### config.mk
export PLATFORM = sky130hd
export DESIGN_NAME = double_ended_queue_ring
export DESIGN_NICKNAME = d
export VERILOG_FILES = /design/src/rtl/dqr_pkg.sv /design/src/rtl/dqr_ram.sv /design/src/rtl/dqr_ctrl.sv /design/src/rtl/double_ended_queue_ring.sv
export SDC_FILE = /design/constraint.sdc
export NUM_CORES = 1
export LEC_CHECK = 0
export ABC_CLOCK_PERIOD_IN_PS = 5500
export BUFFER_PORTS_ARGS = -buffer_cell sky130_fd_sc_hd__buf_2
export CAP_MARGIN = 20
export CORE_MARGIN = 2
export CORE_UTILIZATION = 56
export DETAILED_ROUTE_END_ITERATION = 8
export PLACE_DENSITY = 0.75
export SLEW_MARGIN = 20
export SYNTH_ARGS = -nofsm -noshare
export SYNTH_HDL_FRONTEND = slang
export SYNTH_HIERARCHICAL = 1
export SYNTH_SLANG_ARGS = --single-unit
### constraint.sdc
create_clock -name i_clk -period 5.5 [get_ports i_clk]
set_input_delay 0 -clock i_clk [delete_from_list [all_inputs] [get_ports i_clk]]
set_output_delay 0 -clock i_clk [all_outputs]
set_load 0.03 [all_outputs]
### src/rtl/dqr_pkg.sv
// Shared types, codes and widths for the ring-buffer deque.
// No dependencies; used by dqr_ctrl and double_ended_queue_ring.
package dqr_pkg;

    localparam int DEPTH_DEF = 16;
    localparam int OP_W      = 3;
    localparam int VAL_W     = 32;
    localparam int ST_W      = 2;
    localparam int CNT_W     = 5;

    localparam logic [CNT_W-1:0] CAP_RESET = CNT_W'(16);

    typedef enum logic [OP_W-1:0] {
        OP_PUSH_FRONT = 3'd0,
        OP_PUSH_BACK  = 3'd1,
        OP_POP_FRONT  = 3'd2,
        OP_POP_BACK   = 3'd3,
        OP_QUERY      = 3'd4
    } t_op;

    typedef enum logic [ST_W-1:0] {
        ST_OK    = 2'd0,
        ST_FULL  = 2'd1,
        ST_EMPTY = 2'd2
    } t_status;

    typedef enum logic [1:0] {
        S_IDLE = 2'b01,
        S_RESP = 2'b10
    } t_state;

    typedef struct packed {
        t_status           status;
        logic [CNT_W-1:0]  count;
        logic              is_empty;
        logic              is_full;
    } t_resp;

endpackage

### src/rtl/dqr_ram.sv
// Generic simple RAM: one write port, two read ports, registered read data.
// No dependencies.
module dqr_ram #(
    parameter int WIDTH = 32,
    parameter int DEPTH = 16
) (
    input  logic                     i_clk,
    input  logic                     i_we,
    input  logic [$clog2(DEPTH)-1:0] i_waddr,
    input  logic [WIDTH-1:0]         i_wdata,
    input  logic [$clog2(DEPTH)-1:0] i_raddr_a,
    input  logic [$clog2(DEPTH)-1:0] i_raddr_b,
    output logic [WIDTH-1:0]         o_rdata_a,
    output logic [WIDTH-1:0]         o_rdata_b
);

    logic [WIDTH-1:0] r_mem [DEPTH];

    // read-before-write on an address clash
    always_ff @(posedge i_clk) begin
        if (i_we) begin
            r_mem[i_waddr] <= i_wdata;
        end
        o_rdata_a <= r_mem[i_raddr_a];
        o_rdata_b <= r_mem[i_raddr_b];
    end

endmodule

### src/rtl/dqr_ctrl.sv
// Deque control: capacity register, head/tail pointers, count, status.
// Depends on dqr_pkg; drives the slot RAM addresses and the result flags.
module dqr_ctrl #(
    parameter int DEPTH = dqr_pkg::DEPTH_DEF
) (
    input  logic                       i_clk,
    input  logic                       i_rst_n,
    input  logic                       i_start,
    input  logic [dqr_pkg::OP_W-1:0]   i_op,
    input  logic                       i_cfg_valid,
    input  logic [dqr_pkg::CNT_W-1:0]  i_cfg_data,
    output logic                       o_cfg_ready,
    output logic                       o_busy,
    output logic                       o_accept,
    output logic                       o_we,
    output logic [$clog2(DEPTH)-1:0]   o_waddr,
    output logic [$clog2(DEPTH)-1:0]   o_raddr_a,
    output logic [$clog2(DEPTH)-1:0]   o_raddr_b,
    output logic                       o_done,
    output dqr_pkg::t_resp             o_resp
);

    localparam int PTR_W = $clog2(DEPTH);
    localparam int IW    = (PTR_W > dqr_pkg::CNT_W ? PTR_W : dqr_pkg::CNT_W) + 1;

    dqr_pkg::t_state            r_state, n_state;
    logic [dqr_pkg::CNT_W-1:0]  r_cap_raw;
    logic [dqr_pkg::CNT_W-1:0]  cap;
    logic [PTR_W-1:0]           r_head, n_head;
    logic [PTR_W-1:0]           r_tail, n_tail;
    logic [dqr_pkg::CNT_W-1:0]  r_count, n_count;
    dqr_pkg::t_resp             r_resp, n_resp;
    logic [PTR_W-1:0]           cap_last;
    logic [PTR_W-1:0]           head_prev, head_next, tail_prev, tail_next, ntail_prev;
    logic                       full, empty, acc, cfg_wr;
    dqr_pkg::t_status           status;

    // clamp the register to 1..DEPTH
    always_comb begin
        if (r_cap_raw == '0) begin
            cap = dqr_pkg::CNT_W'(1);
        end else if (32'(r_cap_raw) > DEPTH) begin
            cap = dqr_pkg::CNT_W'(DEPTH);
        end else begin
            cap = r_cap_raw;
        end
    end

    assign cap_last  = PTR_W'(cap - dqr_pkg::CNT_W'(1));
    assign head_prev = (r_head == '0) ? cap_last : r_head - PTR_W'(1);
    assign tail_prev = (r_tail == '0) ? cap_last : r_tail - PTR_W'(1);
    assign head_next = (IW'(r_head) + IW'(1) == IW'(cap)) ? '0 : r_head + PTR_W'(1);
    assign tail_next = (IW'(r_tail) + IW'(1) == IW'(cap)) ? '0 : r_tail + PTR_W'(1);

    assign full   = (r_count >= cap);
    assign empty  = (r_count == '0);
    assign o_busy = (r_state == dqr_pkg::S_RESP);
    assign acc    = i_start && !o_busy;
    // config waits while a command is offered or in flight
    assign o_cfg_ready = !o_busy && !i_start;
    assign cfg_wr = i_cfg_valid && o_cfg_ready;
    assign o_accept = acc;

    always_comb begin
        n_head  = r_head;
        n_tail  = r_tail;
        n_count = r_count;
        status  = dqr_pkg::ST_OK;
        o_we    = 1'b0;
        o_waddr = r_tail;
        case (dqr_pkg::t_op'(i_op))
            dqr_pkg::OP_PUSH_FRONT: begin
                if (full) begin
                    status = dqr_pkg::ST_FULL;
                end else begin
                    n_head  = head_prev;
                    o_we    = acc;
                    o_waddr = head_prev;
                    n_count = r_count + dqr_pkg::CNT_W'(1);
                end
            end
            dqr_pkg::OP_PUSH_BACK: begin
                if (full) begin
                    status = dqr_pkg::ST_FULL;
                end else begin
                    n_tail  = tail_next;
                    o_we    = acc;
                    o_waddr = r_tail;
                    n_count = r_count + dqr_pkg::CNT_W'(1);
                end
            end
            dqr_pkg::OP_POP_FRONT: begin
                if (empty) begin
                    status = dqr_pkg::ST_EMPTY;
                end else begin
                    n_head  = head_next;
                    n_count = r_count - dqr_pkg::CNT_W'(1);
                end
            end
            dqr_pkg::OP_POP_BACK: begin
                if (empty) begin
                    status = dqr_pkg::ST_EMPTY;
                end else begin
                    n_tail  = tail_prev;
                    n_count = r_count - dqr_pkg::CNT_W'(1);
                end
            end
            default: begin
                // query and unused codes: no change
            end
        endcase
    end

    // ends after the operation
    assign ntail_prev = (n_tail == '0) ? cap_last : n_tail - PTR_W'(1);
    assign o_raddr_a  = n_head;
    assign o_raddr_b  = ntail_prev;

    always_comb begin
        n_resp.status   = status;
        n_resp.count    = n_count;
        n_resp.is_empty = (n_count == '0);
        n_resp.is_full  = (n_count == cap);
    end

    always_comb begin
        n_state = r_state;
        case (r_state)
            dqr_pkg::S_IDLE: begin
                if (acc) n_state = dqr_pkg::S_RESP;
            end
            dqr_pkg::S_RESP: begin
                n_state = dqr_pkg::S_IDLE;
            end
            default: begin
                n_state = dqr_pkg::S_IDLE;
            end
        endcase
    end

    always_ff @(posedge i_clk) begin
        if (!i_rst_n) begin
            r_state   <= dqr_pkg::S_IDLE;
            r_cap_raw <= dqr_pkg::CAP_RESET;
            r_head    <= '0;
            r_tail    <= '0;
            r_count   <= '0;
        end else begin
            r_state <= n_state;
            if (cfg_wr) begin
                r_cap_raw <= i_cfg_data;
                r_head    <= '0;
                r_tail    <= '0;
                r_count   <= '0;
            end else if (acc) begin
                r_head  <= n_head;
                r_tail  <= n_tail;
                r_count <= n_count;
            end
        end
    end

    always_ff @(posedge i_clk) begin
        if (acc) begin
            r_resp <= n_resp;
        end
    end

    assign o_done = o_busy;
    assign o_resp = r_resp;

endmodule

### src/rtl/double_ended_queue_ring.sv
// Top level of the ring-buffer deque: control, slot RAM, result forwarding.
// Depends on dqr_pkg, dqr_ctrl and dqr_ram.
//
//  channel  | handshake                  | payload
//  ---------+----------------------------+------------------------------------
//  command  | start / busy               | i_op, i_value
//  result   | o_done (one-cycle strobe)  | o_status, o_count, o_is_empty,
//           |                            | o_is_full, o_first_value, o_last_value
//  config   | i_cfg_valid / o_cfg_ready  | i_cfg_data (capacity in use)
//
// For each command beat: in the accept cycle the pointers move,
// the pushed value is written to the slot RAM and both ends are addressed;
// the next cycle shows the result from the RAM's registered read ports, with
// busy high. The next command can be taken the cycle after the result.
// Reset clears the pointers and count and sets capacity 16 (clamped to DEPTH).
// The slot RAM is not cleared. The receiver cannot stall: o_done lasts one cycle.
module double_ended_queue_ring #(
    parameter int DEPTH = dqr_pkg::DEPTH_DEF
) (
    input  logic                              i_clk,
    input  logic                              i_rst_n,
    input  logic                              start,
    output logic                              busy,
    input  logic [dqr_pkg::OP_W-1:0]          i_op,
    input  logic signed [dqr_pkg::VAL_W-1:0]  i_value,
    input  logic                              i_cfg_valid,
    output logic                              o_cfg_ready,
    input  logic [dqr_pkg::CNT_W-1:0]         i_cfg_data,
    output logic                              o_done,
    output logic [dqr_pkg::ST_W-1:0]          o_status,
    output logic [dqr_pkg::CNT_W-1:0]         o_count,
    output logic                              o_is_empty,
    output logic                              o_is_full,
    output logic signed [dqr_pkg::VAL_W-1:0]  o_first_value,
    output logic signed [dqr_pkg::VAL_W-1:0]  o_last_value
);

    localparam int PTR_W = $clog2(DEPTH);

    logic                      acc;
    logic                      we;
    logic [PTR_W-1:0]          waddr, raddr_a, raddr_b;
    logic [dqr_pkg::VAL_W-1:0] rdata_a, rdata_b;
    dqr_pkg::t_resp            resp;
    logic                      r_fwd_a, r_fwd_b;
    logic [dqr_pkg::VAL_W-1:0] r_fwd_val;

    dqr_ctrl #(
        .DEPTH (DEPTH)
    ) u_ctrl (
        .i_clk       (i_clk),
        .i_rst_n     (i_rst_n),
        .i_start     (start),
        .i_op        (i_op),
        .i_cfg_valid (i_cfg_valid),
        .i_cfg_data  (i_cfg_data),
        .o_cfg_ready (o_cfg_ready),
        .o_busy      (busy),
        .o_accept    (acc),
        .o_we        (we),
        .o_waddr     (waddr),
        .o_raddr_a   (raddr_a),
        .o_raddr_b   (raddr_b),
        .o_done      (o_done),
        .o_resp      (resp)
    );

    // slot RAM: front end read on port a, back end on port b
    dqr_ram #(
        .WIDTH (dqr_pkg::VAL_W),
        .DEPTH (DEPTH)
    ) u_slots (
        .i_clk     (i_clk),
        .i_we      (we),
        .i_waddr   (waddr),
        .i_wdata   (i_value),
        .i_raddr_a (raddr_a),
        .i_raddr_b (raddr_b),
        .o_rdata_a (rdata_a),
        .o_rdata_b (rdata_b)
    );

    // The RAM reads old data when the pushed slot is also an end being read
    // (always so for the pushed end); bypass the pushed value in that case.
    always_ff @(posedge i_clk) begin
        if (acc) begin
            r_fwd_a   <= we && (raddr_a == waddr);
            r_fwd_b   <= we && (raddr_b == waddr);
            r_fwd_val <= i_value;
        end
    end

    assign o_status   = resp.status;
    assign o_count    = resp.count;
    assign o_is_empty = resp.is_empty;
    assign o_is_full  = resp.is_full;

    // an empty queue reports zero at both ends
    always_comb begin
        if (resp.is_empty) begin
            o_first_value = '0;
            o_last_value  = '0;
        end else begin
            o_first_value = r_fwd_a ? r_fwd_val : rdata_a;
            o_last_value  = r_fwd_b ? r_fwd_val : rdata_b;
        end
    end

endmodule

# [Word-level counts from Yosys, hierarchy flattened]
# Memories as Yosys holds them, arrays and structs flattened. A register that Yosys moved wholly into a read port is not among the register bits.
# Cells that the tools add are included.
[totals] regBits=63 mem_bits_rw=512 in_bits=44 out_inout_bits=76 elab_cells=83 memories=1
[op_classes] add_sub_neg=10 n_lt_le_gt_ge=2 n_eq_ne=10 n_mux=29 bitwise_logic=1 n_reduce_logical=18
[memory_table] memory="u_slots.r_mem" depth=16 width=32 rd=2 rd_ports_with_merged_regs=2 wr=1 line="dqr_ram.sv:17" text="logic [WIDTH-1:0] r_mem [DEPTH];"
[op_table] op="32-bit 2-to-1 mux" n=4
[op_table] op="4-bit 2-to-1 mux" n=11
[op_table] op="5-bit 2-to-1 mux" n=4
[op_table] op="4-bit one-hot mux with 2 select lines" n=2
[op_table] op="4-bit by 1-bit subtractor with 4-bit output (second input constant)" n=4
[op_table] op="5-bit == test" n=3
[op_table] op="5-bit logical NOT" n=3
[op_table] op="4-bit logical NOT" n=3
[op_table] op="4-bit by 1-bit adder with 5-bit output (second input constant)" n=2
[op_table] op="5-bit one-hot mux with 2 select lines" n=1
[op_table] op="4-bit by 1-bit adder with 4-bit output (second input constant)" n=2
[op_table] op="4-bit == test" n=2
[op_table] op="3-bit by 2-bit == test with 1-bit output (second input constant)" n=2
[op_table] op="2-bit OR reduction" n=3
[op_table] op="5-bit by 1-bit adder with 5-bit output (second input constant)" n=1
[op_table] op="5-bit greater-or-equal comparator" n=1
[op_table] op="5-bit greater-than comparator (second input constant)" n=1
[op_table] op="1-bit logical AND" n=5
[op_table] op="1-bit 2-to-1 mux" n=5
[op_table] op="5-bit by 1-bit subtractor with 5-bit output (second input constant)" n=1
[op_table] op="2-bit one-hot mux with 2 select lines" n=1
[op_table] op="3-bit by 1-bit == test with 1-bit output (second input constant)" n=1
[op_table] op="3-bit logical NOT" n=1
[op_table] op="2-bit by 1-bit == test with 1-bit output (second input constant)" n=1
[op_table] op="other kinds (5)" n=6

# [Logic depth before layout (Yosys ltp)]
# Gate-level depths: netlist of run 1.
[logic_depth] word_depth=11 ltp_mapped=20 mapped_depth_nobuf=16

# [Hierarchy]
# The synthesis of run 1 kept the hierarchy.
[by_module_without_submodules] module="dqr_ram" n_inst=1 cells_each=1141 area_each_um2=24186.9 seq_area_each_um2=16656.0
[by_module_without_submodules] module="dqr_ctrl" n_inst=1 cells_each=333 area_each_um2=2638.8 seq_area_each_um2=670.6
[by_module_without_submodules] module="double_ended_queue_ring" n_inst=1 cells_each=192 area_each_um2=2160.8 seq_area_each_um2=1021.0

# [Least setup slack after synthesis of run 1]
# OpenSTA, ideal clock, no wires.
[synth_path] kind="register to register" from="register u_ctrl/r_cap_raw[1] in the netlist's numbering" to="memory u_slots.r_mem[0][0] (enable)" setup_ns=0.461 t_arrival_ns=5.239 required_time_ns=5.039 path_slack_ns=-0.200 stages_incl_launch_ff=12 n_path_buf=1 synth_period_minus_slack_ns=5.700 path_cell_list="dfxtp_1 -> buf_6 -> or4_4 -> nand2_4 -> ha_1 -> nand2b_1 -> a311oi_1 -> nor2_1 -> nor2_1 -> o21ai_0 -> or3b_2 -> nor3_1"
[synth_between] elab_cells_between_ends=13 cone_classes="1 x add/sub; 2 x order compare; 9 x mux; 1 x reduce/logical"
[synth_lines] element="from (decl)" line="dqr_ctrl.sv:27" text="logic [dqr_pkg::CNT_W-1:0] r_cap_raw;"
[synth_lines] element="from (signal assigned)" line="dqr_ctrl.sv:144" text="r_cap_raw <= dqr_pkg::CAP_RESET;"
[synth_lines] element="from (signal assigned)" line="dqr_ctrl.sv:151" text="r_cap_raw <= i_cfg_data;"
[synth_lines] element="5-bit greater-than comparator" line="dqr_ctrl.sv:42" text="end else if (32'(r_cap_raw) > DEPTH) begin"
[synth_lines] element="5-bit 2-to-1 mux" line="dqr_ctrl.sv:42"
[synth_lines] element="5-bit 2-to-1 mux (*)" line="dqr_ctrl.sv:40" text="if (r_cap_raw == '0) begin"
[synth_lines] element="4-bit by 1-bit subtractor with 4-bit output" line="dqr_ctrl.sv:49" text="assign cap_last = PTR_W'(cap - dqr_pkg::CNT_W'(1));"
[synth_lines] element="4-bit 2-to-1 mux" line="dqr_ctrl.sv:50" text="assign head_prev = (r_head == '0) ? cap_last : r_head - PTR_W'(1);"
[synth_lines] element="4-bit 2-to-1 mux (*)" line="dqr_ctrl.sv:73" text="if (full) begin"
[synth_lines] element="4-bit 2-to-1 mux (*)"
[synth_lines] element="net waddr[3]" line="double_ended_queue_ring.sv:42" text="logic [PTR_W-1:0] waddr, raddr_a, raddr_b;"
[synth_lines] element="to (decl)" line="dqr_ram.sv:17"
# The timed path passes the listed nets; every way through them passes the cells marked *.

# [Worst setup path after layout of run 1]
[layout_path] from="register u_ctrl/r_cap_raw[4] in the netlist's numbering" to="register u_slots.o_rdata_b[6] (read register of u_slots.r_mem)"
[layout_between] elab_chain_len=9 elab_cells_between_ends=15 cone_classes="2 x add/sub; 2 x order compare; 1 x eq/ne; 8 x mux; 2 x reduce/logical"
[layout_lines] element="5-bit greater-than comparator" line="dqr_ctrl.sv:42"
[layout_lines] element="5-bit 2-to-1 mux" line="dqr_ctrl.sv:42"
[layout_lines] element="5-bit 2-to-1 mux (*)" line="dqr_ctrl.sv:40"
[layout_lines] element="4-bit by 1-bit subtractor with 4-bit output / 5-bit == test (equally long branches)" line="dqr_ctrl.sv:49, dqr_ctrl.sv:53"
[layout_lines] element="4-bit 2-to-1 mux, on equally long branches" line="dqr_ctrl.sv:51, dqr_ctrl.sv:53"
[layout_lines] element="4-bit 2-to-1 mux, on equally long branches" line="dqr_ctrl.sv:101, dqr_ctrl.sv:83"
[layout_lines] element="4-bit one-hot mux with 2 select lines" line="dqr_ctrl.sv:71" text="case (dqr_pkg::t_op'(i_op))"
[layout_lines] element="4-bit by 1-bit subtractor with 4-bit output / 4-bit logical NOT (equally long branches)" line="dqr_ctrl.sv:115" text="assign ntail_prev = (n_tail == '0) ? cap_last : n_tail - PTR_W'(1);"
[layout_lines] element="4-bit 2-to-1 mux (*)" line="dqr_ctrl.sv:115"
[layout_lines] element="net raddr_b[1]" line="double_ended_queue_ring.sv:42"
[layout_lines] element="to (decl)" line="dqr_ram.sv:14" text="output logic [WIDTH-1:0] o_rdata_b"
# Marked as above.
# A chain may end at the register's enable or synchronous reset.

==> results of run 1 <==
==> worst min-delay path, stage by stage <==
cell,delay (ps)
sky130_fd_sc_hd__buf_2,130
sky130_fd_sc_hd__or2_2,190
sky130_fd_sc_hd__a21o_1,170
sky130_fd_sc_hd__o31ai_1,90
==> power by group <==
group / leakage, nW / switching (mW) / internal (mW)
Combinational: 4.61 / 1.62 / 1.14
Sequential: 5.73 / 0.111 / 5.51
Clock: 1.06 / 1.86 / 2.73
==> metrics by stage <==
stage	hold WS [ps]	util [%]
after floorplan	98.9	-
after global placement	250	60.2
after detailed placement	248	60.2
after CTS	19.8	65.6
after global routing	71.5	65.9
final	60.1	65.9
==> timing repair <==
item / in CTS / in global routing
buffers inserted: 0 / 10
endpoints found under the setup margin: 0 / 32
gates resized for setup: 0 / 5
endpoints found under the hold margin: 555 / 0
hold buffers: 54 / 0
==> Yosys cell counts, types with 6 or more instances <==
cell type                  instances  share of area [%]
sky130_fd_sc_hd__edfxtp_1        555                 57
sky130_fd_sc_hd__mux4_2          256                 20
sky130_fd_sc_hd__a22oi_1         131                3.4
sky130_fd_sc_hd__nor2_1          112                1.5
sky130_fd_sc_hd__nand2_1         104                1.3
sky130_fd_sc_hd__dfxtp_1          84                5.8
sky130_fd_sc_hd__mux2i_1          69                2.4
sky130_fd_sc_hd__clkbuf_1         46               0.60
sky130_fd_sc_hd__buf_2            24               0.41
sky130_fd_sc_hd__inv_1            20               0.26
sky130_fd_sc_hd__buf_1            19               0.25
sky130_fd_sc_hd__buf_4            19               0.49
sky130_fd_sc_hd__nor3_1           19               0.33
sky130_fd_sc_hd__nand3_1          17               0.29
sky130_fd_sc_hd__a21oi_1          15               0.26
sky130_fd_sc_hd__ha_1             13               0.56
sky130_fd_sc_hd__xnor2_1          10               0.30
sky130_fd_sc_hd__a211oi_1          9               0.23
sky130_fd_sc_hd__nand2b_1          9               0.19
sky130_fd_sc_hd__o21ai_0           8               0.14
sky130_fd_sc_hd__a21boi_0          6               0.16
sky130_fd_sc_hd__buf_8             6               0.31
sky130_fd_sc_hd__xor2_1            6               0.18
==> layer usage <==
metal  global-route usage, %  wire length (um)
met2                    47.2             38000
met5                       0                 0
met1                    38.1             28100
met3                    5.65              7890
met4                    11.7              2810
==> area by class of cell <==
class,instances,area share (%)
sequential,639,54.4
clock buffer,86,5.30
tap,680,2.52
inverter,23,0.275
multi-input combinational,884,30.0
antenna,1,0.00742
clock inverter,33,1.27
timing repair buffer,259,6.25
==> path summary, 6_finish.rpt <==
kind,from,end,cells past startpoint
setup / recovery,u_ctrl/r_cap_raw[4],u_slots/o_rdata_b[6],18
hold / removal,i_op[0],u_ctrl/r_head[0],4
setup reg to reg,u_ctrl/r_cap_raw[4],u_slots/o_rdata_b[6],18
hold reg to reg,u_ctrl/r_count[4],u_ctrl/r_count[4],2
==> flip-flops by register name (all words and copies together), names as in the netlist, 2 cells and up <==
signal             count
u_ctrl/r_head          4
u_slots/o_rdata_a     32
u_ctrl/r_tail          4
u_ctrl/r_state         2
u_slots/o_rdata_b     32
u_ctrl/o_resp          9
u_ctrl/r_cap_raw       5
r_fwd_val             32
u_ctrl/r_count         5
u_slots/r_mem        512
==> logic make-up (layout without fill, tap and decap cells) <==
logic type / Yosys count / count (layout) / synth area share (%)
AND/OR/NAND/NOR: 302 / 302 / 4.67
flip-flops: 639 / 639 / 63.3
multiplexers: 326 / 327 / 22.3
adder cells (fa/ha/maj): 14 / 14 / 0.596
buffers and inverters: 144 / 401 / 2.64
AO/OA/AOI/OAI: 223 / 223 / 5.85
XOR/XNOR: 18 / 18 / 0.639
other: 0 / 1 / 0
==> reports/qor_table.md, run 1 <==
| Item | Value | Unit |
|---|---|---|
| Fraction of final layout cells with drive strength greater than 1 | 32.0 | % |
| Multi-input logic area | 10100 | sq um |
| Highest-delay cell along the critical path | sky130_fd_sc_hd__or4_4 | - |
| Leading cell type in the layout, fill and taps excluded | sky130_fd_sc_hd__edfxtp_1 | - |
| Part of the Yosys area used for sequential elements | 63.3 | % |
| Number of buffers added on ports | 119 | - |
| Kind of end point of the critical path | flop | - |
| Maximum capacitance violations | 0 | - |
| Horizontal extent of the die | 232 | um |
| Leakage power | 11.4 | nW |
| Clock root buffer | sky130_fd_sc_hd__clkbuf_16 | - |
| Count of flip-flops with a built-in enable after synthesis | 555 | - |
| Sinks on the clock net | 639 | - |
| Grt total ovfl | 0 | - |
| RSZ-0062 raised after global routing | no | - |
| Cell area after placement | 30800 | sq um |
| Routed Antenna Nets | 0 | - |
| DIE HEIGHT | 232 | um |
| Routed wirelength normalized by instance count | 29.5 | um |
| Global-route wire length before repair | 113 | mm |
| Worst min path class | input port to flop | - |
| Result of the run | finished, final reports clean | - |
| Mapped Nets | 1723 | - |
| Fin worst setup slack | 232 | ps |
| Starting density of the core | 56.6 | % |
| Pin slew with the least headroom to its limit | 965 | ps |
| Critical path peak fanout | 53 | - |
| Highest cell delay on the worst timing path | 600 | ps |
| Area taken by flip-flops and latches | 18300 | sq um |
| Number of remaining DRC errors | 0 | - |
| Fin cells | 2605 | - |
| Post-route setup TNS | 0 | ps |
| F_max | 0.190 | GHz |
| Placed cell count | 2419 | - |
| First DRT Iteration DRCs | 2209 | - |
| Overall routing resource usage | 28.8 | % |
| Reg2Reg Setup Slack | 230 | ps |
| Final Setup Violations | 0 | - |
| Primary FF master, synth | sky130_fd_sc_hd__edfxtp_1 | - |
| Count of final hold-check violations | 0 | - |
| Clock slew at reported path FFs | 60 | ps |
| Peak supply drop | 0.227 | mV |
| Arr. time, crit path | 5730 | ps |
| Layout Skew | 26.5 | ps |
| Required time reported for the critical path endpoint | 5960 | ps |
| Count of distinct cell types in the synthesized netlist | 81 | - |
| Vias per inst | 6.84 | - |
| Largest net degree at the start of global routing | 77 | - |
| Synthesized instance count | 1666 | - |
| CP bufs+invs | 3 | - |
| Placement-stage worst setup slack | 70.1 | ps |
| CP cell instances | or4_4, nand2_4, ha_1, nand2b_1, a2111o_1, a31o_2, nand2_1, o211ai_1, a21oi_2, ha_1, inv_1, a211oi_4, buf_4, mux2i_4, buf_12, mux4_2, a22oi_1, nand2_1 | - |
| Global placement routability congestion | 0.881 | - |
| Area growth syn-to-layout | 16.4 | % |
| Clock tree from TritonCTS | done | - |
| Startpoint type of the worst setup path | flop | - |
| Power density relative to cell area | 385 | nW/um^2 |
| Htree depth | 3 | - |
| Ys async rst share | 0 | % |
| Post-layout minimum cycle time | 5270 | ps |
| Number of buffers added by the clock tree synthesis step | 66 | - |
| Number of filler cells placed in the layout | 3351 | - |
| Vias in the first global route | 18100 | - |
| Count of nets after finishing | 1930 | - |
| Number of search-and-repair iterations in the first detailed-routing pass | 7 | - |
| Clock Latency Late Sink | 600 | ps |
| Kind of cell with the highest combined delay on the critical path | compound AO/OA/AOI/OAI gates | - |
| Via count | 17800 | - |
| Warnings from Yosys | 6 | - |
| Max Root-Sink Buffers | 3 | - |
| Detailed-placement wirelength estimate | 42.9 | mm |
| Period utilization | 95.8 | % |
| Cell row count | 83 | - |
| Die Footprint | 53600 | sq um |
| Register bit total from synthesis | 639 | - |
| Antenna violations before repair | 0 | - |
| Post-Syn Area per Cell | 17.4 | sq um |
| Synthesized cell area | 29000 | sq um |
| Startpoint-to-endpoint class of the critical path | flop to flop | - |
| Most frequent cells in the layout | sky130_fd_sc_hd__edfxtp_1, sky130_fd_sc_hd__mux4_2, sky130_fd_sc_hd__a22oi_1 | - |
| Max-slew headroom at the worst pin | 35.6 | % |
| Core footprint | 51200 | sq um |
| Final slew viol count | 0 | - |
| Overall power after layout | 13.0 | mW |
| Final design instance area without fill | 33700 | sq um |
| I/O pin total | 120 | - |
| Total Wirelength | 76.8 | mm |
No activity file was read; power rests on OpenSTA's default activity.
==> run 2, diff against run 1 <==
--- a/config.mk
+++ b/config.mk
@@ -12,6 +12,7 @@
 export CORE_UTILIZATION = 56
 export DETAILED_ROUTE_END_ITERATION = 8
 export PLACE_DENSITY = 0.75
+export RECOVER_POWER = 50
 export SLEW_MARGIN = 20
 export SYNTH_ARGS = -nofsm -noshare
 export SYNTH_HDL_FRONTEND = slang
==> reports/qor_table.md, run 2 (synthesized netlist as in run 1, its figures left out) <==
| Item | Value | Unit |
|---|---|---|
| Layout Skew | 23.7 | ps |
| Leading cell type in the layout, fill and taps excluded | sky130_fd_sc_hd__edfxtp_1 | - |
| Result of the run | complete, but fails checks | - |
| Core footprint | 51200 | sq um |
| Clock root buffer | sky130_fd_sc_hd__clkbuf_16 | - |
| Launching point of the worst reg2reg path | u_ctrl/r_cap_raw[4] | - |
| Required time reported for the critical path endpoint | 5960 | ps |
| Number of remaining DRC errors | 0 | - |
| Clock tree from TritonCTS | done | - |
| Sinks on the clock net | 639 | - |
| Overall power after layout | 13.0 | mW |
| Reg2Reg Setup Slack | 240 | ps |
| Failing checks | max-capacitance violations, max-slew violations | - |
| Startpoint type of the worst setup path | flop | - |
| Startpoint-to-endpoint class of the critical path | flop to flop | - |
| Met2 capacity usage during global routing | 47.2 | % |
| Grt met3 use | 5.65 | % |
| Count of nets after finishing | 1930 | - |
| Starting density of the core | 56.6 | % |
| Antenna violations before repair | 0 | - |
| Maximum capacitance violations | 2 | - |
| Leakage power | 11.1 | nW |
| Via count | 17800 | - |
| Max-slew headroom at the worst pin | -144 | % |
| DIE HEIGHT | 232 | um |
| Grt total ovfl | 0 | - |
| Count of final hold-check violations | 0 | - |
| Critical path peak fanout | 53 | - |
| Period utilization | 95.6 | % |
| Final Hold Slack | 55.3 | ps |
| Clock slew at reported path FFs | 60 | ps |
| RSZ-0062 raised after global routing | no | - |
| First DRT Iteration DRCs | 2248 | - |
| Horizontal extent of the die | 232 | um |
| Global placement routability congestion | 0.881 | - |
| Endpoint of the worst hold-timing path | u_ctrl/r_head[0] | - |
| F_max | 0.190 | GHz |
| Most frequent cells in the layout | sky130_fd_sc_hd__edfxtp_1, sky130_fd_sc_hd__mux4_2, sky130_fd_sc_hd__a22oi_1 | - |
| Htree depth | 3 | - |
| Final slew viol count | 63 | - |
| Kind of end point of the critical path | flop | - |
| Fraction of met1 tracks used by global routing | 38.1 | % |
| Number of cells on the worst reg-to-reg path | 18 | - |
| Max reg flops | 512 | - |
| Arr. time, crit path | 5720 | ps |
| Power density relative to cell area | 386 | nW/um^2 |
| Die Footprint | 53600 | sq um |
| Number of search-and-repair iterations in the first detailed-routing pass | 6 | - |
| Vias in the first global route | 18100 | - |
| Number of filler cells placed in the layout | 3390 | - |
| Number of buffers added on ports | 119 | - |
| Global-route wire length before repair | 113 | mm |
| Peak supply drop | 0.227 | mV |
| Vias per inst | 6.85 | - |
| Cell row count | 83 | - |
| Routed wirelength normalized by instance count | 29.5 | um |
| Count of cells along the worst hold path | 4 | - |
| Clock Latency Late Sink | 600 | ps |
| Largest net degree at the start of global routing | 77 | - |
| Pin slew with the least headroom to its limit | 3670 | ps |
| Fin worst setup slack | 243 | ps |
| Post-route setup TNS | 0 | ps |
| I/O pin total | 120 | - |
| Post-layout minimum cycle time | 5260 | ps |
| Most flop-heavy register | u_slots/r_mem | - |
| Min-Delay Startpoint | i_op[0] | - |
| Final Setup Violations | 0 | - |
| Placement-stage worst setup slack | 70.1 | ps |
| Fraction of final layout cells with drive strength greater than 1 | 27.5 | % |
| Area growth syn-to-layout | 16.0 | % |
| Max Root-Sink Buffers | 3 | - |
| Detailed-placement wirelength estimate | 42.9 | mm |
| Worst min path class | input port to flop | - |
| Number of buffers added by the clock tree synthesis step | 66 | - |
| Routed Antenna Nets | 0 | - |
| Total Wirelength | 76.9 | mm |
| Reg-to-Reg End | u_slots/o_rdata_b[6] | - |
| Overall routing resource usage | 28.8 | % |
| Global route hottest layer | met2 | - |
run 2: cell types whose count changed in the layout (fill, tap and decap cells not counted), sizes merged:
cell and delta:
buf -86, clkbuf +86
run 2: report_power, final:
group          switching, mW  total (mW)  internal, mW
combinational           1.62        2.75          1.13
sequential             0.111        5.62          5.51
clock                   1.87        4.60          2.73
run 2: layout make-up:
type                    instances  area (sq um)  share of cell area, %
inverters                      23          92.6                  0.275
well taps                     680           851                   2.53
repair buffers                259          1990                   5.93
clock buffers                  86          1790                   5.32
flip-flops and latches        639         18300                   54.6
multi-input cells             884         10100                   30.1
clock inverters                33           428                   1.27
diodes                          1          2.50                0.00744
run 2: per-layer routing:
metal,up-vias,part of all wire (%)
li1,7288,-
met1,9170,36
met2,1170,49
met3,216,11
met4,0,3.7
met5,-,0
run 2: critical path, cell delays in order, from the launching register on:
cell and delay, ps:
sky130_fd_sc_hd__dfxtp_1 360, sky130_fd_sc_hd__or4_4 600, sky130_fd_sc_hd__nand2_4 110, sky130_fd_sc_hd__ha_1 220, sky130_fd_sc_hd__nand2b_1 170, sky130_fd_sc_hd__a2111o_1 470, sky130_fd_sc_hd__a31o_2 330, sky130_fd_sc_hd__nand2_1 160
sky130_fd_sc_hd__o211ai_1 170, sky130_fd_sc_hd__a21oi_2 240, sky130_fd_sc_hd__ha_1 240, sky130_fd_sc_hd__inv_1 110, sky130_fd_sc_hd__a211oi_4 240, sky130_fd_sc_hd__buf_4 160, sky130_fd_sc_hd__mux2i_4 410, sky130_fd_sc_hd__buf_12 360
sky130_fd_sc_hd__mux4_2 360, sky130_fd_sc_hd__a22oi_1 230, sky130_fd_sc_hd__nand2_1 140
run 2: repair_timing:
action / CTS / global route
setup endpoints to repair: 0 / 32
gates resized for setup: 0 / 5
hold buffers: 54 / 0
setup buffers: 0 / 10
hold endpoints to repair: 555 / 0
run 2: how the worst max path moves through the flow:
stage / start / endpoint / slack [ps] / cells past startpoint
final: u_ctrl/r_cap_raw[4] / u_slots/o_rdata_b[6] / 240 / 18
after global routing: u_ctrl/r_cap_raw[3] / u_slots/o_rdata_b[13] / 20 / 18
after CTS: u_ctrl/r_cap_raw[4] / u_slots/o_rdata_b[3] / 50 / 17
after detailed placement: u_ctrl/r_cap_raw[4] / u_slots/o_rdata_b[3] / 70 / 17
after global placement: u_ctrl/r_cap_raw[4] / u_slots/o_rdata_b[20] / 310 / 17
after floorplan: u_ctrl/r_cap_raw[1] / u_slots/r_mem[8][0] / 7 / 12
run 2: per-stage QoR:
stage	utilization [%]	std cells	area, sq um
after floorplan	-	1666	29000
after global placement	60.2	2419	30800
after detailed placement	60.2	2419	30800
after CTS	65.6	2592	33600
after global routing	65.7	2604	33600
final	65.7	2605	33600
